**src/design/clt_pkg.sv**
```systemverilog
// ----------------------------------------------------------------------------
// Command line tokenizer package
// Shared codes, the operation word that passes from the front to the back,
// and the result word that leaves the block.
// ----------------------------------------------------------------------------
package clt_pkg;

    localparam logic [7:0] CH_SPACE = 8'h20;
    localparam logic [7:0] CH_QUOTE = 8'h22;

    // Operation kinds handed from the classifier to the executor.
    localparam logic [1:0] OP_NONE  = 2'd0;
    localparam logic [1:0] OP_WRITE = 2'd1;
    localparam logic [1:0] OP_CLOSE = 2'd2;
    localparam logic [1:0] OP_END   = 2'd3;

    // Configuration register indexes.
    localparam logic CFG_BUF_LIMIT = 1'b0;
    localparam logic CFG_MAX_ARGS  = 1'b1;

    localparam logic [10:0] BUF_LIMIT_RESET = 11'd1024;
    localparam logic [7:0]  MAX_ARGS_RESET  = 8'd128;

    typedef struct packed {
        logic [1:0] kind;
        logic [7:0] byte_val;
    } t_op;

    typedef struct packed {
        logic       write_valid;
        logic [9:0] write_addr;
        logic [7:0] write_byte;
        logic       arg_valid;
        logic [6:0] arg_index;
        logic [9:0] arg_start;
        logic       done_res;
        logic [7:0] arg_total;
        logic       error;
    } t_result;

endpackage

```
**src/design/command_line_tokenizer.sv**
```systemverilog
// A character word is held in the operation queue, and its result in the result queue, before it can be popped.
// Throughput: one character per cycle while neither queue is full; the executor forms each result combinationally.
// The classifier and executor each stall on their own through two-entry queues.
// Reset is synchronous and active low; it clears quote mode, positions, count and error,
// and returns buffer_limit to 1024 and max_args to 128.
// ----------------------------------------------------------------------------
// Command line tokenizer
// Splits a command line into arguments with double-quote grouping and reports
// every buffer write, every completed argument and the final count.
// ----------------------------------------------------------------------------
module command_line_tokenizer #(
    parameter int BUF_DEPTH = 1024,
    parameter int MAX_ARGS  = 128
) (
    input  logic        i_clk,
    input  logic        i_rst_n,
    input  logic        push,
    output logic        full,
    input  logic [7:0]  i_ch,
    input  logic        i_end_of_line,
    output logic        empty,
    input  logic        pop,
    output logic        o_write_valid,
    output logic [9:0]  o_write_addr,
    output logic [7:0]  o_write_byte,
    output logic        o_arg_valid,
    output logic [6:0]  o_arg_index,
    output logic [9:0]  o_arg_start,
    output logic        o_done_res,
    output logic [7:0]  o_arg_total,
    output logic        o_error,
    input  logic        i_cfg_we,
    input  logic        i_cfg_idx,
    input  logic [10:0] i_cfg_data
);

    logic [10:0]      r_buffer_limit;
    logic [7:0]       r_max_args;
    logic             w_accept;
    clt_pkg::t_op     w_front_op;
    clt_pkg::t_op     w_mid_op;
    logic             w_mid_empty;
    logic             w_out_full;
    logic             w_go;
    clt_pkg::t_result w_back_res;
    clt_pkg::t_result w_out_res;

    always_ff @(posedge i_clk) begin
        if (!i_rst_n) begin
            r_buffer_limit <= clt_pkg::BUF_LIMIT_RESET;
            r_max_args     <= clt_pkg::MAX_ARGS_RESET;
        end else if (i_cfg_we) begin
            unique case (i_cfg_idx)
                clt_pkg::CFG_BUF_LIMIT: r_buffer_limit <= i_cfg_data;
                clt_pkg::CFG_MAX_ARGS:  r_max_args     <= i_cfg_data[7:0];
                default: begin
                end
            endcase
        end
    end

    assign w_accept = push && !full;
    assign w_go     = !w_mid_empty && !w_out_full;

    clt_front u_front (
        .i_clk         (i_clk),
        .i_rst_n       (i_rst_n),
        .i_accept      (w_accept),
        .i_ch          (i_ch),
        .i_end_of_line (i_end_of_line),
        .o_op          (w_front_op)
    );

    clt_fifo #(
        .WIDTH ($bits(clt_pkg::t_op))
    ) u_op_queue (
        .i_clk   (i_clk),
        .i_rst_n (i_rst_n),
        .i_push  (push),
        .i_data  (w_front_op),
        .o_full  (full),
        .i_pop   (w_go),
        .o_data  (w_mid_op),
        .o_empty (w_mid_empty)
    );

    clt_back #(
        .BUF_DEPTH (BUF_DEPTH),
        .MAX_ARGS  (MAX_ARGS)
    ) u_back (
        .i_clk          (i_clk),
        .i_rst_n        (i_rst_n),
        .i_go           (w_go),
        .i_op           (w_mid_op),
        .i_buffer_limit (r_buffer_limit),
        .i_max_args     (r_max_args),
        .o_result       (w_back_res)
    );

    clt_fifo #(
        .WIDTH ($bits(clt_pkg::t_result))
    ) u_result_queue (
        .i_clk   (i_clk),
        .i_rst_n (i_rst_n),
        .i_push  (w_go),
        .i_data  (w_back_res),
        .o_full  (w_out_full),
        .i_pop   (pop),
        .o_data  (w_out_res),
        .o_empty (empty)
    );

    assign o_write_valid = w_out_res.write_valid;
    assign o_write_addr  = w_out_res.write_addr;
    assign o_write_byte  = w_out_res.write_byte;
    assign o_arg_valid   = w_out_res.arg_valid;
    assign o_arg_index   = w_out_res.arg_index;
    assign o_arg_start   = w_out_res.arg_start;
    assign o_done_res    = w_out_res.done_res;
    assign o_arg_total   = w_out_res.arg_total;
    assign o_error       = w_out_res.error;

endmodule

```
**src/design/clt_fifo.sv**
```systemverilog
// ----------------------------------------------------------------------------
// Two-entry queue
// Small register queue that decouples the stages; one word may enter and one
// may leave in the same cycle, unless the queue is full.
// ----------------------------------------------------------------------------
module clt_fifo #(
    parameter int WIDTH = 8
) (
    input  logic             i_clk,
    input  logic             i_rst_n,
    input  logic             i_push,
    input  logic [WIDTH-1:0] i_data,
    output logic             o_full,
    input  logic             i_pop,
    output logic [WIDTH-1:0] o_data,
    output logic             o_empty
);

    logic [WIDTH-1:0] r_mem [2];
    logic             r_wr_ptr, n_wr_ptr;
    logic             r_rd_ptr, n_rd_ptr;
    logic [1:0]       r_count, n_count;
    logic             w_do_push;
    logic             w_do_pop;

    assign o_full    = (r_count == 2'd2);
    assign o_empty   = (r_count == 2'd0);
    assign o_data    = r_mem[r_rd_ptr];
    assign w_do_push = i_push && !o_full;
    assign w_do_pop  = i_pop && !o_empty;

    always_comb begin
        n_wr_ptr = r_wr_ptr ^ w_do_push;
        n_rd_ptr = r_rd_ptr ^ w_do_pop;
        n_count  = r_count + {1'b0, w_do_push} - {1'b0, w_do_pop};
    end

    always_ff @(posedge i_clk) begin
        if (w_do_push) begin
            r_mem[r_wr_ptr] <= i_data;
        end
    end

    always_ff @(posedge i_clk) begin
        if (!i_rst_n) begin
            r_wr_ptr <= 1'b0;
            r_rd_ptr <= 1'b0;
            r_count  <= 2'd0;
        end else begin
            r_wr_ptr <= n_wr_ptr;
            r_rd_ptr <= n_rd_ptr;
            r_count  <= n_count;
        end
    end

endmodule

```
**src/design/clt_front.sv**
```systemverilog
// ----------------------------------------------------------------------------
// Character classifier
// Tracks quote mode and a pending quote, and turns each character into a
// write, an argument close, an end of line or nothing.
// ----------------------------------------------------------------------------
module clt_front (
    input  logic          i_clk,
    input  logic          i_rst_n,
    input  logic          i_accept,
    input  logic [7:0]    i_ch,
    input  logic          i_end_of_line,
    output clt_pkg::t_op  o_op
);

    logic r_in_quote, n_in_quote;
    logic r_quote_pending, n_quote_pending;

    always_comb begin
        logic quote_now;
        quote_now       = r_in_quote;
        n_in_quote      = r_in_quote;
        n_quote_pending = r_quote_pending;
        o_op.kind       = clt_pkg::OP_NONE;
        o_op.byte_val   = i_ch;

        if (i_end_of_line) begin
            // A quote left pending at the end only flips a mode that is dropped.
            o_op.kind       = clt_pkg::OP_END;
            n_in_quote      = 1'b0;
            n_quote_pending = 1'b0;
        end else if (r_quote_pending && i_ch == clt_pkg::CH_QUOTE) begin
            // Two quotes in a row give one literal quote.
            o_op.kind       = clt_pkg::OP_WRITE;
            n_quote_pending = 1'b0;
        end else begin
            if (r_quote_pending) begin
                quote_now = !r_in_quote;
            end
            n_in_quote      = quote_now;
            n_quote_pending = 1'b0;
            if (i_ch == clt_pkg::CH_SPACE) begin
                o_op.kind = quote_now ? clt_pkg::OP_WRITE : clt_pkg::OP_CLOSE;
            end else if (i_ch == clt_pkg::CH_QUOTE) begin
                n_quote_pending = 1'b1;
            end else begin
                o_op.kind = clt_pkg::OP_WRITE;
            end
        end
    end

    always_ff @(posedge i_clk) begin
        if (!i_rst_n) begin
            r_in_quote      <= 1'b0;
            r_quote_pending <= 1'b0;
        end else if (i_accept) begin
            r_in_quote      <= n_in_quote;
            r_quote_pending <= n_quote_pending;
        end
    end

endmodule

```
**src/design/clt_back.sv**
```systemverilog
// ----------------------------------------------------------------------------
// Buffer writer
// Carries out classified operations: keeps the write position, the argument
// start and count, the sticky error, and forms one result word per operation.
// ----------------------------------------------------------------------------
module clt_back #(
    parameter int BUF_DEPTH = 1024,
    parameter int MAX_ARGS  = 128
) (
    input  logic              i_clk,
    input  logic              i_rst_n,
    input  logic              i_go,
    input  clt_pkg::t_op      i_op,
    input  logic [10:0]       i_buffer_limit,
    input  logic [7:0]        i_max_args,
    output clt_pkg::t_result  o_result
);

    localparam int PW = $clog2(BUF_DEPTH + 1);
    localparam int AW = $clog2(MAX_ARGS + 1);
    localparam int LW = (PW > 11) ? PW : 11;
    localparam int LA = (AW > 8) ? AW : 8;

    logic [PW-1:0] r_pos, n_pos;
    logic [PW-1:0] r_begin, n_begin;
    logic [AW-1:0] r_count, n_count;
    logic          r_failed, n_failed;
    logic [LW-1:0] w_buf_lim;
    logic [LA-1:0] w_arg_lim;

    always_comb begin
        logic [LW-1:0] cfg_buf;
        logic [LA-1:0] cfg_arg;
        cfg_buf   = LW'(i_buffer_limit);
        cfg_arg   = LA'(i_max_args);
        w_buf_lim = (cfg_buf < LW'(BUF_DEPTH)) ? cfg_buf : LW'(BUF_DEPTH);
        w_arg_lim = (cfg_arg < LA'(MAX_ARGS)) ? cfg_arg : LA'(MAX_ARGS);
    end

    always_comb begin
        logic buf_full;
        buf_full = (LW'(r_pos) >= w_buf_lim);
        n_pos    = r_pos;
        n_begin  = r_begin;
        n_count  = r_count;
        n_failed = r_failed;
        o_result = '0;

        unique case (i_op.kind)
            clt_pkg::OP_WRITE: begin
                if (!r_failed) begin
                    if (buf_full) begin
                        n_failed = 1'b1;
                    end else begin
                        o_result.write_valid = 1'b1;
                        o_result.write_addr  = 10'(r_pos);
                        o_result.write_byte  = i_op.byte_val;
                        n_pos                = r_pos + 1'b1;
                    end
                end
            end
            clt_pkg::OP_CLOSE, clt_pkg::OP_END: begin
                // An empty argument is not closed.
                if (!r_failed && r_pos != r_begin) begin
                    if (LA'(r_count) >= w_arg_lim || buf_full) begin
                        n_failed = 1'b1;
                    end else begin
                        o_result.write_valid = 1'b1;
                        o_result.write_addr  = 10'(r_pos);
                        o_result.write_byte  = 8'd0;
                        o_result.arg_valid   = 1'b1;
                        o_result.arg_index   = 7'(r_count);
                        o_result.arg_start   = 10'(r_begin);
                        n_pos                = r_pos + 1'b1;
                        n_begin              = r_pos + 1'b1;
                        n_count              = r_count + 1'b1;
                    end
                end
            end
            default: begin
            end
        endcase

        o_result.error = n_failed;
        if (i_op.kind == clt_pkg::OP_END) begin
            o_result.done_res  = 1'b1;
            o_result.arg_total = n_failed ? 8'd0 : 8'(n_count);
            n_pos              = '0;
            n_begin            = '0;
            n_count            = '0;
            n_failed           = 1'b0;
        end
    end

    always_ff @(posedge i_clk) begin
        if (!i_rst_n) begin
            r_pos    <= '0;
            r_begin  <= '0;
            r_count  <= '0;
            r_failed <= 1'b0;
        end else if (i_go) begin
            r_pos    <= n_pos;
            r_begin  <= n_begin;
            r_count  <= n_count;
            r_failed <= n_failed;
        end
    end

    a_begin_le_pos: assert property (@(posedge i_clk) disable iff (!i_rst_n)
        r_begin <= r_pos)
        else $error("argument start is past the write position");

    a_arg_writes_zero: assert property (@(posedge i_clk) disable iff (!i_rst_n)
        (i_go && o_result.arg_valid) |-> (o_result.write_valid && o_result.write_byte == 8'd0))
        else $error("closed argument without a terminating zero");

    a_write_no_error: assert property (@(posedge i_clk) disable iff (!i_rst_n)
        (i_go && o_result.write_valid) |-> !o_result.error)
        else $error("byte written while in error");

    a_end_clears: assert property (@(posedge i_clk) disable iff (!i_rst_n)
        (i_go && i_op.kind == clt_pkg::OP_END) |=> (r_pos == '0 && r_count == '0 && !r_failed))
        else $error("end of line did not clear the state");

endmodule
```
**config.mk**
```make
export PLATFORM = sky130hd
export DESIGN_NAME = command_line_tokenizer
export DESIGN_NICKNAME = d
export VERILOG_FILES = /design/src/design/clt_pkg.sv /design/src/design/command_line_tokenizer.sv /design/src/design/clt_fifo.sv /design/src/design/clt_front.sv /design/src/design/clt_back.sv
export SDC_FILE = /design/constraint.sdc
export NUM_CORES = 1
export LEC_CHECK = 0
export BUFFER_PORTS_ARGS = -buffer_cell sky130_fd_sc_hd__buf_2
export CAP_MARGIN = 5
export CORE_ASPECT_RATIO = 1.4
export CORE_MARGIN = 2
export CORE_UTILIZATION = 40
export DETAILED_ROUTE_END_ITERATION = 8
export GPL_ROUTABILITY_DRIVEN = 0
export PLACE_DENSITY = 0.61
export SYNTH_ARGS = -nofsm -noshare
export SYNTH_HDL_FRONTEND = slang
export SYNTH_SLANG_ARGS = --single-unit
```
**constraint.sdc**
```tcl
create_clock -name i_clk -period 3.05 [get_ports i_clk]
set_clock_uncertainty 0.05 [all_clocks]
set_input_delay 0.305 -clock i_clk [delete_from_list [all_inputs] [get_ports i_clk]]
set_output_delay 0.305 -clock i_clk [all_outputs]
set_load 0.005 [all_outputs]
```
======== After elaboration in Yosys (flattened, before gate mapping) ========
Memory sizes are Yosys's and may differ from the RTL's. A register that Yosys moved wholly into a read port is not among the register bits.
Cells that the tools add are included.
storage, ports and cells
  bits in registers ....................... 60
  bits in writable memories ............... 114
  output and inout bits ................... 49
  word-level logic and storage cells ...... 118
  memories ................................ 2
cells by class
  $add $sub $neg .......................... 6
  magnitude comparators ................... 4
  equal/unequal tests ..................... 14
  mux-type cells .......................... 48
  bitwise operators ....................... 5
  reductions and logical operators ........ 25
memories
  memory                words  width  rd ports  clocked after Yosys merged registers in  write ports  line            RTL
  u_result_queue.r_mem  2      47     1         1                                        1            clt_fifo.sv:19  logic [WIDTH-1:0] r_mem [2];
  u_op_queue.r_mem      2      10     1         1                                        1            clt_fifo.sv:19
operator list
  kind                     count
  $mux W11                 8
  $mux W37                 2
  $mux W8                  6
  $mux W19                 2
  $pmux W19 S2             1
  $pmux W11 S2             1
  $mux W1                  21
  $mux W18                 1
  $eq A8 B6 Y1 const B     2
  $add A11 B1 Y11 const B  1
  $ge A11 B11 Y1           1
  $lt A11 B11 Y1 const B   1
  $ne A11 B11 Y1           1
  $mux W9                  1
  $ne A3 B3 Y1 const B     3
  $add A8 B1 Y8 const B    1
  $eq A2 B2 Y1 const B     4
  $ge A8 B8 Y1             1
  $lt A8 B8 Y1 const B     1
  $mux W2                  4
  $logic_and A1 B1 Y1      7
  $logic_not A1 Y1         6
  $reduce_and A2 Y1        3
  $reduce_and A6 Y1        1
  14 further kinds         22

======== Depth between registers and ports, before layout ========
  depth in word-level cells ............... 9
  gate-level depth with buffers ........... 12
  depth with buffers taken out ............ 11

======== Modules after synthesis ========
From an unflattened synthesis, not the netlist that was laid out.
second synthesis, totals
  cell total of the unflattened synthesis .. 682
  area total of the unflattened synthesis .. 8435.6 um^2
modules (own cells, without submodules)
  module                      times used  cells each  area each (um^2)
  clt_fifo at u_result_queue  1           171         3774.9
  clt_back                    1           346         2640.0
  clt_fifo at u_op_queue      1           56          982.2
  command_line_tokenizer      1           78          770.7
  clt_front                   1           31          267.8

======== Worst setup path after synthesis ========
Ideal clock, no wire load.
  path kind ............................... flip-flop to flip-flop
  start point ............................. register r_buffer_limit[10]
  end point ............................... memory u_result_queue.r_mem[0][6] in the netlist's numbering (data pin)
  setup time .............................. 0.157 ns
  arrival time ............................ 2.542 ns
  required time ........................... 2.843 ns
  path slack .............................. 0.301 ns
  stages on the path, launching flop included .. 12
  buffers on the path ..................... 2
  clock period less this slack ............ 2.749 ns
  cell sequence ........................... dfxtp_1 -> inv_1 -> clkbuf_1 -> nand2_1 -> ha_1 -> a21oi_2 -> o21ai_2 -> a221oi_4 -> nand4_4 -> buf_2 -> or3_1 -> a21oi_1
RTL lines
  item                      line                          RTL
  start: declaration        command_line_tokenizer.sv:37  logic [10:0] r_buffer_limit;
  start signal: assignment  command_line_tokenizer.sv:50  r_buffer_limit <= clt_pkg::BUF_LIMIT_RESET;
  start signal: assignment  command_line_tokenizer.sv:54  clt_pkg::CFG_BUF_LIMIT: r_buffer_limit <= i_cfg_data;
  end: declaration          clt_fifo.sv:19

======== Final worst setup path ========
  start point ............................. register r_buffer_limit[10]
  end point ............................... register u_back.r_count[4]
between the ends
  cells in the longest elaborated chain, start to end .. 8
RTL lines
  item                    line             RTL
  $lt A11 B11 Y1          clt_back.sv:36   w_buf_lim = (cfg_buf < LW'(BUF_DEPTH)) ? cfg_buf : LW'(BUF_DEPTH);
  $mux W11 *              clt_back.sv:36
  $ge A11 B11 Y1 *        clt_back.sv:42   buf_full = (LW'(r_pos) >= w_buf_lim);
  $logic_or A1 B1 Y1 *    clt_back.sv:65   if (LA'(r_count) >= w_arg_lim || buf_full) begin
  $mux W8 *               clt_back.sv:65
  $mux W8 *               clt_back.sv:64   if (!r_failed && r_pos != r_begin) begin
  $mux W8 *               clt_back.sv:49   unique case (i_op.kind)
  $mux W8 *               clt_back.sv:85   if (i_op.kind == clt_pkg::OP_END) begin
  end signal: assignment  clt_back.sv:104  r_count <= n_count;
  end: declaration        clt_back.sv:26   logic [AW-1:0] r_count, n_count;
Mark *: on every way between the ends. The rest lies on a longest branch, timed or not.
A chain may end at the register's enable or synchronous reset.

==> impl_metrics.json <==
{
  "p_int_mw": 5.52,
  "synth_cell_types": 57,
  "syn_inst": 683,
  "sw_frac_of_total_pct": 30.3,
  "die_h_um": 172,
  "synth_async_sr_flop_share_pct": 0,
  "via_per_inst": 5.16,
  "synth-edff-count": 114,
  "cts.sinks": 176,
  "netlist_area_sq_um": 8100,
  "synthTopCellsByArea": "edfxtp_1 (42%), dfxtp_1 (15%), mux2_2 (6.8%)",
  "period_share_pct": 92.5,
  "finish.net_count": 824,
  "avgSynthCellArea_sq_um": 11.9,
  "layout_common_cells": "edfxtp_1 (114), nand2_1 (88), buf_2 (74)",
  "p_seq_share_pct": 42.7,
  "antenna_cells": 0,
  "drc_errors": 0,
  "required_ns": 3.34,
  "cts_max_level": 4,
  "relSlewSlack_pct": 50.7,
  "maxCapViolCount": 0,
  "worst_ep_arrival_time_ns": 3.11,
  "grt_max_degree": 45,
  "combPwrFrac_pct": 29.7,
  "tns_ns": 0,
  "ant_nets": 0,
  "dp_hpwl_um": 12100,
  "final_common_cell": "edfxtp_1",
  "p_switching_mw": 2.40,
  "setup_violations": 0,
  "final_core_util_pct": 47.6,
  "core_sq_um": 19800,
  "cp_cell_sequence": "inv_1 > nand2_1 > ha_1 > a21oi_1 > o21ai_0 > a221oi_4 > buf_12 > nand4_4 > or4_1 > a31oi_1",
  "path_clk_slew_ns": 0.06,
  "synth-seq-cells": 176,
  "ir_drop_uv": 628,
  "ys_seq_area_share_pct": 57.6,
  "tightest_slew_ns": 0.738,
  "grt_pass1_vias": 5521,
  "num_vias": 5331,
  "io_buffers": 74,
  "initial_core_util_pct": 40.8,
  "grt_pass1_wl_um": 27300,
  "cts_buffer_depth": 2,
  "gr-total-overflow": 0,
  "max_stage_delay_ns": 0.56,
  "dr.pass1.iters": 5,
  "areaGrowthSynthToFinish_pct": 16.7,
  "cts_hold_buf": 0,
  "outcome": "finished, final reports clean",
  "cts_buffers": 17,
  "die-area_sq_um": 21400,
  "cp-start-kind": "flip-flop",
  "cts_tree": "built",
  "leakage_nw": 3.65,
  "synth_fp_nets": 739,
  "ys.flop_type": "edfxtp_1",
  "final_max_slew_viol_count": 0,
  "hold_class": "input pin to flip-flop",
  "path_max_fanout": 16,
  "nFillCells": 1818,
  "wl_um": 16900,
  "clkLatencyLatePin_ns": 0.43,
  "routedWlPerCell_um": 16.3,
  "yosys.area.top_type": "edfxtp_1",
  "drtIter0Drc": 308,
  "antenna_found_initial": 0,
  "slowest_stage": "or4_1",
  "clkPwrFrac_pct": 27.6,
  "fmax_ghz": 0.355,
  "timing.hold.ws_ns": 0.0338,
  "ys_warn_count": 0,
  "synth_top_area_share_pct": 42.3,
  "crit_path_end_kind": "flip-flop",
  "final_hold_viol_count": 0,
  "root_buffer": "clkbuf_16",
  "std_cell_rows": 61,
  "finalCriticalPeriod_ns": 2.82,
  "num_io_pins": 75,
  "path_class": "flip-flop to flip-flop",
  "drive_gt1_share_pct": 24.8,
  "powerDensity_nw_per_um2": 838,
  "grt_usage_pct": 16.1,
  "power_mw": 7.92,
  "grt_setup_unrepaired": "false",
  "fp.dieW_um": 124
}
per-layer routing:
metal	global-route usage, %	vias to the layer above	wire length [um]
met1	18.3	2575	7250
met2	29.0	111	8690
li1	-	2633	-
met3	3.50	12	621
met4	7.28	0	301
met5	0	-	0
stage by stage:
| step | setup slack (ns) | cells | cell area [sq um] |
|---|---|---|---|
| 2_1_floorplan | 0.301 | 683 | 8100 |
| 3_3_place_gp | 0.182 | 1000 | 8840 |
| 3_5_place_dp | 0.112 | 1000 | 8840 |
| 4_1_cts | 0.0926 | 1032 | 9430 |
| 5_1_grt | 0.0326 | 1033 | 9450 |
| 6_report | 0.230 | 1033 | 9450 |
state kept, by name (all words and copies together) (netlist names), named ones only:
| name | count |
|---|---|
| u_op_queue.r_rd_ptr | 1 |
| u_result_queue.r_mem | 94 |
| u_back.r_begin | 11 |
| r_max_args | 8 |
| u_result_queue.r_rd_ptr | 1 |
| u_front.r_in_quote | 1 |
| u_op_queue.r_wr_ptr | 1 |
| u_back.r_pos | 11 |
| u_op_queue.r_count | 2 |
| u_result_queue.r_count | 2 |
| r_buffer_limit | 11 |
| u_op_queue.r_mem | 20 |
| u_back.r_failed | 1 |
| u_back.r_count | 8 |
| u_front.r_quote_pending | 1 |
| u_result_queue.r_wr_ptr | 1 |
cell usage after synthesis (7+ instances only):
cell      number
clkbuf_1      21
nand3_1       25
nand2_1       88
mux2i_1       29
mux2_2        49
o21ai_0       14
dfxtp_1       62
edfxtp_1     114
ha_1          30
nor3_1         8
xor2_1        18
o211ai_1       7
xnor2_1        8
inv_1         17
nor2b_1        8
nor2_1        37
and3_1         9
and2_1        31
a21oi_1       38
worst max-delay path, delay by kind of cell, from the launching register on:
family | cells | cell delay, ns
fa+ha+maj | 1 | 0.30
flops | 1 | 0.31
compound gates | 4 | 0.82
buf+inv | 2 | 0.39
simple gates | 3 | 0.86
cell type report:
| class | instances | area, sq um | area share [%] |
|---|---|---|---|
| clock buffers | 24 | 490 | 5.19 |
| clock inverters | 8 | 103 | 1.09 |
| inverters | 20 | 75.1 | 0.794 |
| multi-input cells | 457 | 3230 | 34.2 |
| flip-flops and latches | 176 | 4670 | 49.4 |
| well taps | 252 | 315 | 3.34 |
| repair buffers | 96 | 573 | 6.06 |
final timing paths:
check / endpoint / from / slack [ns] / cells past startpoint
max: u_back.r_count[4]$_SDFFE_PN0P_ / r_buffer_limit[10]$_SDFFE_PN1P_ / 0.23 / 10
min: u_op_queue.r_mem[0][6]$_DFFE_PP_ / i_ch[6] / 0.03 / 1
max reg2reg: u_back.r_count[4]$_SDFFE_PN0P_ / r_buffer_limit[10]$_SDFFE_PN1P_ / 0.23 / 10
min reg2reg: r_max_args[0]$_SDFFE_PN0P_ / r_max_args[0]$_SDFFE_PN0P_ / 0.41 / 2
power groups by stage:
stage | clock [mW] | combinational, mW | sequential, mW
after CTS | 2.23 | 2.41 | 3.39
after detailed placement | 0 | 2.40 | 3.44
after global routing | 2.32 | 2.60 | 3.45
final | 2.19 | 2.35 | 3.38
after global placement | 0 | 2.34 | 3.41
after floorplan | 0 | 1.55 | 3.36
cell families (layout without fill, tap and decap cells):
kind of cell | count (synthesis) | in the layout | synth area share [%]
and+or+nand+nor | 233 | 233 | 14.3
xor gates and xnor gates | 26 | 26 | 2.81
muxes | 78 | 78 | 10.4
buffers and inverters | 50 | 148 | 2.59
DFF | 176 | 176 | 57.6
AOI/OAI and AO/OA | 90 | 90 | 7.66
adders and majority gates | 30 | 30 | 4.63
timing repair:
item,4_1_cts,5_1_grt
resized for setup,0,0
endpoints found under the setup margin,0,53
buffers inserted,0,1
Power figures use the tool's default switching activity.
